### src/sv/plk_pkg.sv
`default_nettype none

package plk_pkg;

  localparam int CAPACITY = 16;
  localparam int CNT_W    = $clog2(CAPACITY + 1);
  localparam int IDX_W    = $clog2(CAPACITY);
  localparam int POS_W    = 5;
  localparam int ICNT_W   = 5;
  localparam int CMP_W    = ((CNT_W > POS_W) ? CNT_W : POS_W) + 1;

  typedef enum logic [2:0] {
    CMD_INSERT   = 3'd0,
    CMD_APPEND   = 3'd1,
    CMD_DELETE   = 3'd2,
    CMD_DEL_TAIL = 3'd3,
    CMD_READ     = 3'd4
  } cmd_e;

  typedef enum logic [1:0] {
    STAT_DONE   = 2'd0,
    STAT_REJECT = 2'd1,
    STAT_FULL   = 2'd2,
    STAT_EMPTY  = 2'd3
  } status_e;

  typedef enum logic [1:0] {
    OP_HOLD,
    OP_INS,
    OP_DEL,
    OP_ROT
  } cell_op_e;

  typedef enum logic {
    ST_IDLE,
    ST_READ
  } state_e;

  typedef struct packed {
    cell_op_e           op;
    logic [IDX_W-1:0]   idx;
    logic [IDX_W-1:0]   tail;
    logic signed [31:0] value;
    logic signed [31:0] head;
  } cell_ctl_t;

endpackage

`default_nettype wire

### src/sv/plk_cell.sv
`default_nettype none

module plk_cell
  import plk_pkg::*;
(
  input  wire logic               clk_i,
  input  wire logic [IDX_W-1:0]   slot_i,
  input  wire cell_ctl_t          ctl_i,
  input  wire logic signed [31:0] prev_i,
  input  wire logic signed [31:0] next_i,
  output logic signed [31:0]      value_o
);

  logic signed [31:0] value_q, value_d;

  always_comb begin
    value_d = value_q;
    case (ctl_i.op)
      OP_INS: begin
        if (slot_i == ctl_i.idx) begin
          value_d = ctl_i.value;
        end else if (slot_i > ctl_i.idx) begin
          value_d = prev_i;
        end
      end
      OP_DEL: begin
        if (slot_i >= ctl_i.idx) begin
          value_d = next_i;
        end
      end
      OP_ROT: begin
        if (slot_i == ctl_i.tail) begin
          value_d = ctl_i.head;
        end else begin
          value_d = next_i;
        end
      end
      default: value_d = value_q;
    endcase
  end

  always_ff @(posedge clk_i) begin
    value_q <= value_d;
  end

  assign value_o = value_q;

endmodule

`default_nettype wire

### src/sv/positional_list_insert_delete_top.sv
// Bounded positional list of signed 32-bit values held in a chain of cells,
// one element per cell. Insert, append, delete and delete-tail leave busy
// low, and each strobes a single result on result_valid_o in the cycle
// after start, so edits may be issued every cycle. A readout of N elements
// strobes N results on consecutive cycles, the first in the cycle after
// start, while the chain rotates one place per cycle toward the head; busy
// is high while each result but the last is on the ports. An empty readout
// gives one result and does not raise busy. Results cannot be held off;
// each one is on the ports for exactly one cycle.
`default_nettype none

module positional_list_insert_delete_top
  import plk_pkg::*;
(
  input  wire logic                clk_i,
  input  wire logic                rst_ni,
  input  wire logic                start,
  output logic                     busy,
  input  wire logic [2:0]          cmd_i,
  input  wire logic signed [31:0]  value_i,
  input  wire logic [POS_W-1:0]    position_i,
  output logic                     result_valid_o,
  output logic signed [31:0]       item_value_o,
  output logic [ICNT_W-1:0]        item_count_o,
  output logic [1:0]               status_o,
  output logic                     last_o
);

  state_e              state_q, state_d;
  logic [CNT_W-1:0]    cnt_q, cnt_d;
  logic [IDX_W-1:0]    rd_idx_q, rd_idx_d;
  logic                valid_q, valid_d;
  logic signed [31:0]  res_value_q, res_value_d;
  status_e             res_status_q, res_status_d;
  logic                res_last_q, res_last_d;

  cell_ctl_t           ctl;
  logic signed [31:0]  cell_val [CAPACITY];
  logic                accept;
  logic [CMP_W-1:0]    pos_ext, cnt_ext;
  logic [IDX_W-1:0]    tail;

  assign accept  = start && !busy;
  assign pos_ext = CMP_W'(position_i);
  assign cnt_ext = CMP_W'(cnt_q);
  assign tail    = IDX_W'(cnt_q - CNT_W'(1));

  always_comb begin
    state_d      = state_q;
    cnt_d        = cnt_q;
    rd_idx_d     = rd_idx_q;
    valid_d      = 1'b0;
    res_value_d  = '0;
    res_status_d = STAT_DONE;
    res_last_d   = 1'b1;
    ctl.op       = OP_HOLD;
    ctl.idx      = IDX_W'(pos_ext - CMP_W'(1));
    ctl.tail     = tail;
    ctl.value    = value_i;
    ctl.head     = cell_val[0];

    case (state_q)
      ST_READ: begin
        ctl.op      = OP_ROT;
        valid_d     = 1'b1;
        res_value_d = cell_val[0];
        res_last_d  = (rd_idx_q == tail);
        rd_idx_d    = rd_idx_q + IDX_W'(1);
        if (res_last_d) begin
          state_d = ST_IDLE;
        end
      end
      ST_IDLE: begin
        if (accept) begin
          valid_d = 1'b1;
          case (cmd_i)
            CMD_INSERT: begin
              if (pos_ext == '0 || pos_ext > cnt_ext + CMP_W'(1)) begin
                res_status_d = STAT_REJECT;
              end else if (cnt_ext == CMP_W'(CAPACITY)) begin
                res_status_d = STAT_FULL;
              end else begin
                ctl.op = OP_INS;
                cnt_d  = cnt_q + CNT_W'(1);
              end
            end
            CMD_APPEND: begin
              if (cnt_ext == CMP_W'(CAPACITY)) begin
                res_status_d = STAT_FULL;
              end else begin
                ctl.op  = OP_INS;
                ctl.idx = IDX_W'(cnt_q);
                cnt_d   = cnt_q + CNT_W'(1);
              end
            end
            CMD_DELETE: begin
              if (pos_ext == '0 || pos_ext > cnt_ext) begin
                res_status_d = STAT_REJECT;
              end else begin
                ctl.op = OP_DEL;
                cnt_d  = cnt_q - CNT_W'(1);
              end
            end
            CMD_DEL_TAIL: begin
              if (cnt_q == '0) begin
                res_status_d = STAT_REJECT;
              end else begin
                cnt_d = cnt_q - CNT_W'(1);
              end
            end
            CMD_READ: begin
              if (cnt_q == '0) begin
                res_status_d = STAT_EMPTY;
              end else begin
                ctl.op      = OP_ROT;
                res_value_d = cell_val[0];
                res_last_d  = (cnt_q == CNT_W'(1));
                rd_idx_d    = IDX_W'(1);
                if (!res_last_d) begin
                  state_d = ST_READ;
                end
              end
            end
            default: res_status_d = STAT_REJECT;
          endcase
        end
      end
      default: state_d = ST_IDLE;
    endcase
  end

  for (genvar i = 0; i < CAPACITY; i++) begin : g_cell
    logic signed [31:0] prev_val, next_val;
    if (i == 0) begin : g_first
      assign prev_val = '0;
    end else begin : g_mid
      assign prev_val = cell_val[i-1];
    end
    if (i == CAPACITY - 1) begin : g_end
      assign next_val = '0;
    end else begin : g_inner
      assign next_val = cell_val[i+1];
    end
    plk_cell u_cell (
      .clk_i   (clk_i),
      .slot_i  (IDX_W'(i)),
      .ctl_i   (ctl),
      .prev_i  (prev_val),
      .next_i  (next_val),
      .value_o (cell_val[i])
    );
  end

  always_ff @(posedge clk_i or negedge rst_ni) begin
    if (!rst_ni) begin
      state_q  <= ST_IDLE;
      cnt_q    <= '0;
      rd_idx_q <= '0;
      valid_q  <= 1'b0;
    end else begin
      state_q  <= state_d;
      cnt_q    <= cnt_d;
      rd_idx_q <= rd_idx_d;
      valid_q  <= valid_d;
    end
  end

  always_ff @(posedge clk_i) begin
    res_value_q  <= res_value_d;
    res_status_q <= res_status_d;
    res_last_q   <= res_last_d;
  end

  assign busy           = (state_q == ST_READ);
  assign result_valid_o = valid_q;
  assign item_value_o   = res_value_q;
  assign item_count_o   = ICNT_W'(cnt_q);
  assign status_o       = res_status_q;
  assign last_o         = res_last_q;

  a_busy_streams: assert property (@(posedge clk_i) disable iff (!rst_ni)
    busy |-> result_valid_o)
    else $error("readout cycle without a result");

  a_cnt_bound: assert property (@(posedge clk_i) disable iff (!rst_ni)
    CMP_W'(cnt_q) <= CMP_W'(CAPACITY))
    else $error("element count above capacity");

  a_read_first_not_last: assert property (@(posedge clk_i) disable iff (!rst_ni)
    $rose(busy) |-> !last_o)
    else $error("multi-item readout flagged last on first item");

  a_error_single: assert property (@(posedge clk_i) disable iff (!rst_ni)
    (result_valid_o && status_o != STAT_DONE) |-> (last_o && !busy))
    else $error("non-done status not a single final item");

endmodule

`default_nettype wire

### config.mk
export PLATFORM = sky130hd
export DESIGN_NAME = positional_list_insert_delete_top
export DESIGN_NICKNAME = d
export VERILOG_FILES = /design/src/sv/plk_pkg.sv /design/src/sv/plk_cell.sv /design/src/sv/positional_list_insert_delete_top.sv
export SDC_FILE = /design/constraint.sdc
export NUM_CORES = 2
export LEC_CHECK = 0
export BUFFER_PORTS_ARGS = -buffer_cell sky130_fd_sc_hd__buf_4
export CORE_ASPECT_RATIO = 0.5
export CORE_MARGIN = 4
export CORE_UTILIZATION = 55
export CTS_CLUSTER_DIAMETER = 200
export DETAILED_ROUTE_END_ITERATION = 6
export PLACE_DENSITY_LB_ADDON = 0.08
export SYNTH_ARGS = -nofsm -noshare
export SYNTH_HDL_FRONTEND = slang
export SYNTH_HIERARCHICAL = 1
export SYNTH_SLANG_ARGS = --single-unit
export TNS_END_PERCENT = 5
### constraint.sdc
create_clock -name clk_i -period 6.2 [get_ports clk_i]
set_input_delay 0.62 -clock clk_i [delete_from_list [all_inputs] [get_ports clk_i]]
set_output_delay 0.62 -clock clk_i [all_outputs]
set_load 0.02 [all_outputs]
==> impl_metrics.yaml <==
worst_setup_path:
  worstPathRequired_ns: 6.71
  r2r-start: "item_count_o[0]$_DFFE_PN0P_"
  cp_max_fo: 30
  worstRegToRegCells: 16
  setup.worst_path.start: "item_count_o[0]$_DFFE_PN0P_"
  worstSetupEndpointType: "flop"
  arrival_ns: 5.18
  path_class: "reg2reg"
  startpoint_type: "flop"
power:
  p_leak_nw: 17.0
  vdd_drop_max_v: 0.000329
  comb_power_share_pct: 46.9
  power_density_mw_per_mm2: 608
  seqPwrFrac_pct: 39.6
  p_int_w: 0.0139
  clockPowerShare_pct: 13.5
  p_sw_share_pct: 43.9
  power.switching_w: 0.0109
cells_and_area:
  num_antenna_cells: 0
  layout_common_cells: "o21ai_0 (515), edfxtp_1 (512), nand2_1 (443), mux2i_1 (425), a221o_1 (390)"
  layout_commonest_cell: "o21ai_0"
  multiInputGateArea_mm2: 0.0201
  final_cells: 4620
  layout.nets: 3805
  area_growth_pct: 7.24
  fillers: 5621
  regArea_mm2: 0.0164
  drive_above_1_share_pct: 11.6
placement:
  dp_hpwl_um: 77500
  gp_congestion: 0.871
  portBuffers: 84
  placed_cells: 4522
logic_synthesis:
  synth-seq-cells: 558
  synthXorXnorAreaFrac_pct: 1.87
  synthesis.area_mm2: 0.0380
  async_flop_share_pct: 1.97
  netlist_instances: 3538
  ys_types: 59
  synthAdderAreaFrac_pct: 3.09
  synth-compound-area-share_pct: 20.7
  syn_area_per_cell_um2: 10.7
  seq_area_frac_synth_pct: 43.0
  synth_top_family_by_area: "compound AO/OA/AOI/OAI gates"
  synth-warning-count: 6
  postSynth.topFlopCell: "edfxtp_1"
  synth_edf_count: 512
  synthSimpleGateAreaFrac_pct: 10.9
  synth.area.mux_share_pct: 13.9
timing:
  fmax_ghz: 0.214
  skew_ns: 0.0214
  drv_slew: 0
  fin_tns_setup_ns: 0
  finalHoldViolations: 0
  grt_setup_unrepaired: "no"
  setup_viol: 0
  tightest_slew_ns: 1.37
  slew_headroom_pct: 8.35
  layout_min_cycle_time_ns: 4.67
  timing.final.crit_share_pct: 75.4
global_routing:
  first_global_vias: 31200
  grt_max_degree: 176
  grt_overflow: 0
  met1_usage_pct: 45.7
  grt_pass1_wl_um: 185000
  grt_util_met3_pct: 5.10
  top_usage_layer: "met2"
  grt_usage_pct: 31.0
  antenna_found_initial: 2
  grtUsageMet2_pct: 48.1
clock_network:
  cts_sinks: 558
  cts_buffers: 53
  cts_tree: "built"
  clkSlewWorstSetupHoldPaths_ns: 0.07
  cts_resized: 0
  root_buffer: "clkbuf_16"
  clock_latency_ns: 0.65
  htreeDepth: 2
  clock_path_buffers: 3
drt:
  vias: 31700
  wl_per_cell_um: 25.8
  dr.pass1.iters: 6
  viasPerCell: 6.87
  ant_nets: 0
  drt_iter0_markers: 4153
  finalWirelength_um: 119000
  drc: 0
die:
  core_mm2: 0.0677
  die_y_um: 194
  die_area_mm2: 0.0736
  core.rowCount: 67
  ios: 85
  initial_utilization_pct: 56.2
  die_width_um: 380
outcome:
  status: "finished, final reports clean"
flow_run:
  drv_cap: 0
min_path:
  hold_class: "in2reg"
  min_path_cells: 2
  min_from: "cmd_i[1]"
-- metrics by stage --
stage	cell area (µm²)	util (%)	setup slack, ns	hold WS, ns	total power, W
after floorplan	38800	-	1.13	0.324	0.0176
after global placement	39000	57.7	1.66	0.474	0.0207
after detailed placement	39000	57.7	1.65	0.476	0.0210
after CTS	40700	60.2	1.64	0.200	0.0244
after global routing	40700	60.2	1.19	0.226	0.0261
final	40700	60.2	1.53	0.241	0.0248
-- critical path: stages, from the launching register on --
cell and delay [ns]:
dfrtp_1 0.56, ha_1 0.30, nand3_1 0.12, xnor2_1 0.15, ha_1 0.31, nand3_1 0.11
o21bai_1 0.20, a31oi_1 0.20, o21bai_1 0.15, nor2_1 0.21, o21bai_4 0.22, buf_12 0.25
buf_4 0.23, nor2b_2 1.05, nand2_1 0.13, o21ai_0 0.13, a221o_1 0.16
-- registers in the layout (all words and copies together), names as in the netlist --
name and cells:
item_value_o 32, status_o 2, item_count_o 5, rd_idx_q 4, last_o 1, g_cell.u_cell/value_o 512, result_valid_o 1, busy 1
-- cell families after synthesis --
family | after synthesis
buffers and inverters | 374
AOI/OAI and AO/OA | 1090
xor gates and xnor gates | 81
and+or+nand+nor | 821
DFF | 558
muxes | 515
other | 2
adders and majority gates | 97
-- final timing paths --
kind,endpoint,slack (ns)
hold / removal,status_o[1]$_SDFF_PP0_,0.24
min in group asynchronous,busy$_DFF_PN0_,0.36
hold reg to reg,rd_idx_q[0]$_DFFE_PN0P_,0.57
setup reg to reg,g_cell[2].u_cell/value_o[11]$_DFFE_PP_,1.53
setup / recovery,g_cell[2].u_cell/value_o[11]$_DFFE_PP_,1.53
max in group asynchronous,item_count_o[0]$_DFFE_PN0P_,5.67
-- timing repair --
action                     in CTS  in global routing
buffers inserted                0                  0
hold buffers                    1                  0
hold endpoints to repair       11                  0
setup endpoints to repair       0                  0
-- power groups by stage --
stage          clock network [W]  logic [W]  registers, W
6_report                 0.00335     0.0116       0.00982
3_5_place_dp                   0     0.0112       0.00979
2_1_floorplan                  0    0.00860       0.00897
5_1_grt                  0.00354     0.0125        0.0101
3_3_place_gp                   0     0.0109       0.00976
4_1_cts                  0.00338     0.0113       0.00977
-- synthesized netlist by cell type, drive strengths merged (5+ instances only) --
| library cell | count | share of area (%) |
|---|---|---|
| o2111ai | 17 | 0.39 |
| nand2 | 443 | 4.4 |
| dfxtp | 35 | 1.8 |
| nor2 | 132 | 2.1 |
| a22o | 5 | 0.12 |
| buf | 199 | 4.8 |
| and4 | 16 | 0.37 |
| mux2 | 90 | 2.7 |
| ha | 81 | 2.7 |
| clkbuf | 66 | 0.66 |
| nand4 | 35 | 1.2 |
| a31oi | 92 | 1.5 |
| maj3 | 16 | 0.42 |
| dfrtp | 11 | 0.72 |
| nand3 | 132 | 1.8 |
| a21oi | 22 | 0.30 |
| xnor2 | 74 | 1.7 |
| nor2b | 51 | 0.84 |
| xor2 | 7 | 0.16 |
| inv | 109 | 1.1 |
| mux2i | 425 | 11 |
| o21ai | 516 | 6.8 |
| edfxtp | 512 | 40 |
| a221o | 422 | 11 |
-- routing by layer --
metal / share of wire (%) / wire length, µm / vias up
met1: 44 / 52300 / 15800
met5: 0 / 0 / -
li1: - / - / 13900
met3: 10 / 12000 / 216
met2: 44 / 52500 / 1813
met4: 2.1 / 2450 / 0
-- final cells by class --
type	count	share of cell area [%]
Clock buffer	69	3.55
Inverter	109	1.00
Tap cell	897	2.75
Sequential cell	558	40.1
Multi-Input combinational cell	2822	49.3
Timing Repair Buffer	137	2.68
Clock inverter	28	0.577
No activity file was read; power rests on OpenSTA's default activity.
